==> config.mk <==
export PLATFORM = sky130hd
export DESIGN_NAME = cau_div_step
export DESIGN_NICKNAME = d
export VERILOG_FILES = /design/src/hw/rtl/complex_arith_unit_macros.svh /design/src/hw/rtl/cau_pkg.sv /design/src/hw/rtl/cau_div_step.sv
export SDC_FILE = /design/constraint.sdc
export NUM_CORES = 1
export LEC_CHECK = 0
export BUFFER_PORTS_ARGS = -buffer_cell sky130_fd_sc_hd__buf_4
export CORE_AREA = 2 2 257 259
export CTS_CLUSTER_SIZE = 20
export DETAILED_ROUTE_END_ITERATION = 6
export DIE_AREA = 0 0 259 261
export REMOVE_ABC_BUFFERS = 1
export SYNTH_ARGS = -nofsm -noshare
export SYNTH_HDL_FRONTEND = slang
export SYNTH_SLANG_ARGS = --single-unit
==> constraint.sdc <==
create_clock -name clk -period 2.8 [get_ports clk]
set_input_delay 0.28 -clock clk [delete_from_list [all_inputs] [get_ports clk]]
set_output_delay 0.28 -clock clk [all_outputs]
set_load 0.01 [all_outputs]
==> src/hw/rtl/complex_arith_unit_macros.svh <==
// Assertion macros shared by the complex arithmetic unit RTL.
`ifndef COMPLEX_ARITH_UNIT_MACROS_SVH
`define COMPLEX_ARITH_UNIT_MACROS_SVH
`ifndef SYNTHESIS
`define CAU_ASSERT_IMP(lbl, a, b) \
  lbl: assert property (@(posedge clk) disable iff (!rst_n) (a) |-> (b)) \
    else $error("complex_arith_unit: implication check failed");
`define CAU_ASSERT_NEVER(lbl, a) \
  lbl: assert property (@(posedge clk) disable iff (!rst_n) !(a)) \
    else $error("complex_arith_unit: forbidden condition seen");
`else
`define CAU_ASSERT_IMP(lbl, a, b)
`define CAU_ASSERT_NEVER(lbl, a)
`endif
`endif

==> src/hw/rtl/cau_pkg.sv <==
// Shared types, codes and helper functions of the complex arithmetic unit.
package cau_pkg;

  localparam logic [1:0] CMD_ADD = 2'd0;
  localparam logic [1:0] CMD_SUB = 2'd1;
  localparam logic [1:0] CMD_MUL = 2'd2;
  localparam logic [1:0] CMD_DIV = 2'd3;

  localparam logic [1:0] ST_OK      = 2'd0;
  localparam logic [1:0] ST_DIVZERO = 2'd1;
  localparam logic [1:0] ST_SAT     = 2'd2;

  localparam int QBITS   = 32;
  localparam int LATENCY = 3 + QBITS + 1;

  typedef struct packed {
    logic [63:0] rem;
    logic [31:0] qd;
  } cau_lane_t;

  typedef struct packed {
    logic        is_div;
    logic        re_neg;
    logic        im_neg;
    logic        re_ovf;
    logic        im_ovf;
    logic [31:0] res_re;
    logic [31:0] res_im;
    logic [1:0]  status;
  } cau_side_t;

  // Returns {saturated, value} for a wide signed value.
  function automatic logic [32:0] sat_wide(input logic signed [64:0] v);
    logic [32:0] r;
    if (v > 65'sd2147483647) begin
      r = {1'b1, 32'h7FFF_FFFF};
    end else if (v < -65'sd2147483648) begin
      r = {1'b1, 32'h8000_0000};
    end else begin
      r = {1'b0, v[31:0]};
    end
    return r;
  endfunction

  // Drops 16 fraction bits, rounding toward zero.
  function automatic logic signed [64:0] trunc16(input logic signed [64:0] v);
    logic [64:0] mag;
    logic [64:0] m;
    logic [64:0] r;
    mag = v[64] ? 65'(-v) : 65'(v);
    m   = mag >> 16;
    r   = v[64] ? 65'(-m) : m;
    return signed'(r);
  endfunction

  // Applies sign and saturation to a quotient magnitude.
  function automatic logic [32:0] sat_div(input logic neg, input logic ovf,
                                          input logic [31:0] q);
    logic [32:0] r;
    if (ovf) begin
      r = {1'b1, neg ? 32'h8000_0000 : 32'h7FFF_FFFF};
    end else if (neg) begin
      if (q > 32'h8000_0000) begin
        r = {1'b1, 32'h8000_0000};
      end else begin
        r = {1'b0, 32'(-q)};
      end
    end else if (q > 32'h7FFF_FFFF) begin
      r = {1'b1, 32'h7FFF_FFFF};
    end else begin
      r = {1'b0, q};
    end
    return r;
  endfunction

endpackage

==> src/hw/rtl/cau_div_step.sv <==
// One registered restoring-division step for the real and imaginary lanes.
module cau_div_step (
  input  logic               clk,
  input  logic               rst_n,
  input  logic               in_valid,
  input  logic [63:0]        in_den,
  input  cau_pkg::cau_lane_t in_lane_re,
  input  cau_pkg::cau_lane_t in_lane_im,
  input  cau_pkg::cau_side_t in_side,
  output logic               out_valid,
  output logic [63:0]        out_den,
  output cau_pkg::cau_lane_t out_lane_re,
  output cau_pkg::cau_lane_t out_lane_im,
  output cau_pkg::cau_side_t out_side
);

  function automatic cau_pkg::cau_lane_t step(input cau_pkg::cau_lane_t l,
                                              input logic [63:0] den);
    cau_pkg::cau_lane_t r;
    logic [64:0] t;
    logic        ge;
    t     = {l.rem, l.qd[31]};
    ge    = t >= {1'b0, den};
    r.rem = ge ? 64'(t - {1'b0, den}) : t[63:0];
    r.qd  = {l.qd[30:0], ge};
    return r;
  endfunction

  logic               valid_r;
  logic [63:0]        den_r;
  cau_pkg::cau_lane_t lre_r, lim_r;
  cau_pkg::cau_side_t side_r;

  always_ff @(posedge clk) begin
    if (!rst_n) begin
      valid_r <= 1'b0;
    end else begin
      valid_r <= in_valid;
    end
    den_r  <= in_den;
    lre_r  <= step(in_lane_re, in_den);
    lim_r  <= step(in_lane_im, in_den);
    side_r <= in_side;
  end

  assign out_valid   = valid_r;
  assign out_den     = den_r;
  assign out_lane_re = lre_r;
  assign out_lane_im = lim_r;
  assign out_side    = side_r;

endmodule

==> metrics.md <==
| Metric | Value |
|---|---|
| Status | `completed` |
| Max stage delay on crit path | `0.36 ns` |
| Drt pass-1 iters | `6` |
| IO Port Bufs | `657` |
| Sw Share | `31.1%` |
| Worst-margin pin slew | `roughly 0.58 ns` |
| Layout cell share with drive strength beyond 1 | `roughly 42%` |
| Layout Nets | `approximately 3700` |
| Most frequent CP cell | `buf_4` |
| Global-route wire length before repair | `about 110000 um` |
| Switch Pwr | `~5.2 mW` |
| VDD IR-drop max | `between 300 and 400 uV` |
| Slew Viols, Final | `0` |
| Leakage | `14.6 nW` |
| Max frequency | `359 MHz` |
| Post-synth ARST share | `0%` |
| Via density | `4.47` |
| WHS | `~0.038 ns` |
| Routed WL per cell | `19.1 um` |
| Routed via count | `18368` |
| RSZ-0062 raised after global routing | `true` |
| Final instance area | `30500 um2` |
| DP Area | `~25000 um2` |
| Comb pwr share | `between 30% and 40%` |
| Placer Congestion | `0.920` |
| Total clock sinks | `328` |
| GRT Util Overall | `between 20% and 30%` |
| Syn_area_per_cell | `8.82 um2` |
| 1st-iter DRT viols | `951` |
| Largest net degree at the start of global routing | `39` |
| Initial core utilization | `roughly a quarter` |
| Synth Instances | `about 1800` |
| Clock transition at path regs | `0.06 ns` |
| CTS tree | `done` |
| Core area | `~65000 um2` |
| Arrival time at the worst endpoint | `3.24 ns` |
| Setup crit start kind | `input pin` |
| Clock network power share | `33.0%` |
| DRT antenna net count | `0` |
| P per Cell Area | `551 nW/um2` |
| Die Width | `259 um` |
| Yosys warns | `0` |
| Die area | `67600 um2` |
| EDFF count, synth | `0` |
| WL final | `78500 um` |
| CP max-delay cell | `a211o_4` |
| Maxcap violations | `0` |
| Area Growth Syn to Fin | `94.9%` |
| Core Rows | `94` |
| Period utilization | `between 90% and 100%` |
| Clock tree buffer depth | `3` |
| Slew headroom | `61.2%` |
| Commonest non-fill, non-tap cells in the layout | `buf_4, dfxtp_1, dlygate4sd3_1` |
| Root buffer cell | `clkbuf_16` |
| Vias in the first global route | `18587` |
| CTS H-tree depth | `2` |
| Final setup violating endpoints | `0` |
| Die H | `around 260 um` |
| Hpwl dp | `60800 um` |
| Primary FF master, synth | `dfxtp_1` |
| Largest cells by area after synthesis | `dfxtp_1, ha_1, a21oi_1` |
| Internal | `roughly 12 mW` |
| Worst min path class | `in2reg` |
| Inserted Clock Buffers | `40` |
| Worst path required time | `3.25 ns` |
| Cell Chain, Critical Path | `buf_4, clkinvlp_4, ha_4, buf_4, o21a_1, o2111a_1, a211o_4, o2bb2ai_4, nor3_4, a31oi_4, a41oi_4, a21oi_4, buf_12, buf_8, buf_4, nor2_2, a21oi_1` |
| Seq/Total Area, Yosys | `42.0%` |
| Sequential share of power | `32.5%` |
| Commonest non-fill, non-tap cell in the layout | `buf_4` |
| Final Hold Vio Count | `0` |
| Synthesized area | `~16000 um2` |
| CP bufs+invs | `6` |
| Synth top area share | `between 40% and 50%` |
| Post-synthesis register bit count | `328` |
| Post-synthesis cell type count | `80` |
| Crit path time final | `2.79 ns` |
| Drc violations | `0` |
| Delay-heaviest family, CP | `compound AO/OA/AOI/OAI gates` |
| Gr ovfl total | `0` |
| Cell taking the most area after synthesis | `dfxtp_1` |
| Crit-path max FO | `8` |
| Setup CP Type | `in2reg` |
| Antenna violations before repair | `9` |
| Ports | `658` |
| Setup crit end kind | `register` |
[through the flow]
step           instances  worst slack [ns]  util [%]  power [mW]  TNS, ns
6_report            4113            0.0124      46.9        16.8        0
5_1_grt             4113           -0.0523      46.9        17.6    -1.58
4_1_cts             4090           0.00113      45.7        16.6        0
3_5_place_dp        3709            -0.851      38.7        10.7   -79.05
3_3_place_gp        3709            -0.857      38.7        10.7   -76.55
2_1_floorplan       1689             -2.23         -        7.63  -169.51
[tightest hold or removal path: stages]
cell and delay, ns:
buf_4 0.13, nor2_1 0.05, a21oi_1 0.10
[kinds of logic after synthesis]
logic type      share of synthesized area (%)
flops                                    42.0
mux                                      1.51
fa+ha+maj                                10.5
compound gates                           21.1
xor+xnor                                 6.60
simple gates                             13.5
buf+inv                                  4.76
[power by group through the flow]
stage / registers, mW / logic, mW / clock network [mW]
6_report: 5.46 / 5.81 / 5.54
5_1_grt: 5.50 / 6.22 / 5.88
3_5_place_dp: 5.54 / 5.12 / 0
3_3_place_gp: 5.54 / 5.13 / 0
2_1_floorplan: 5.78 / 1.85 / 0
4_1_cts: 5.45 / 5.53 / 5.66
[registers in the layout, summed over array words and instances (netlist names)]
name         count
out_lane_im     96
out_lane_re     96
out_side        71
out_den         64
out_valid        1
[path summary, 6_finish.rpt]
kind	depth (start not counted)	start	endpoint	slack, ns
setup / recovery	17	in_den[17]	out_lane_im[32]$_DFF_P_	0.01
hold / removal	3	in_lane_re[51]	out_lane_re[52]$_DFF_P_	0.04
[Yosys cell counts, drive strengths merged (3+ instances only)]
cell,n
nor4,6
a41oi,4
ha,128
nand3,23
a221oi,5
nand2b,11
o21ai,93
or2,3
or3,3
dfxtp,328
a211o,3
nor2,173
xnor2,77
clkbuf,49
buf,36
and2,7
o31ai,9
xor2,41
o211ai,12
nand3b,3
o21a,12
a31oi,18
o21bai,32
nor2b,9
and4,4
nand2,122
a21o,55
nand4,43
a21boi,7
a41o,3
a21oi,247
o221a,4
nor3b,5
inv,99
o31a,5
mux2,21
o41ai,3
nor3,23
and3,12
a211oi,9
[cell type report]
cell class,count,area (um2)
Inverter,99,388
Clock buffer,47,1070
Timing Repair Buffer,1488,12200
Sequential cell,328,6570
Fill cell,6124,34500
Tap cell,864,1080
Multi-Input combinational cell,1262,8870
Clock inverter,24,342
Antenna cell,1,2.50
[metal layers]
metal	part of all wire (%)	global-route usage, %	routed length (um)
met2	48	36.5	37300
met4	4.3	8.86	3390
met3	6.7	4.94	5260
met1	41	25.8	32400
met5	0.10	0	82
[repair_timing]
item | in CTS | in global routing
endpoints found under the setup margin | 77 | 118
pin swaps | 6 | 28
setup buffers | 2 | 17
hold endpoints to repair | 307 | 0
hold buffers | 308 | 0
resized for setup | 19 | 115
cloned | 0 | 5
Power figures use the tool's default switching activity.
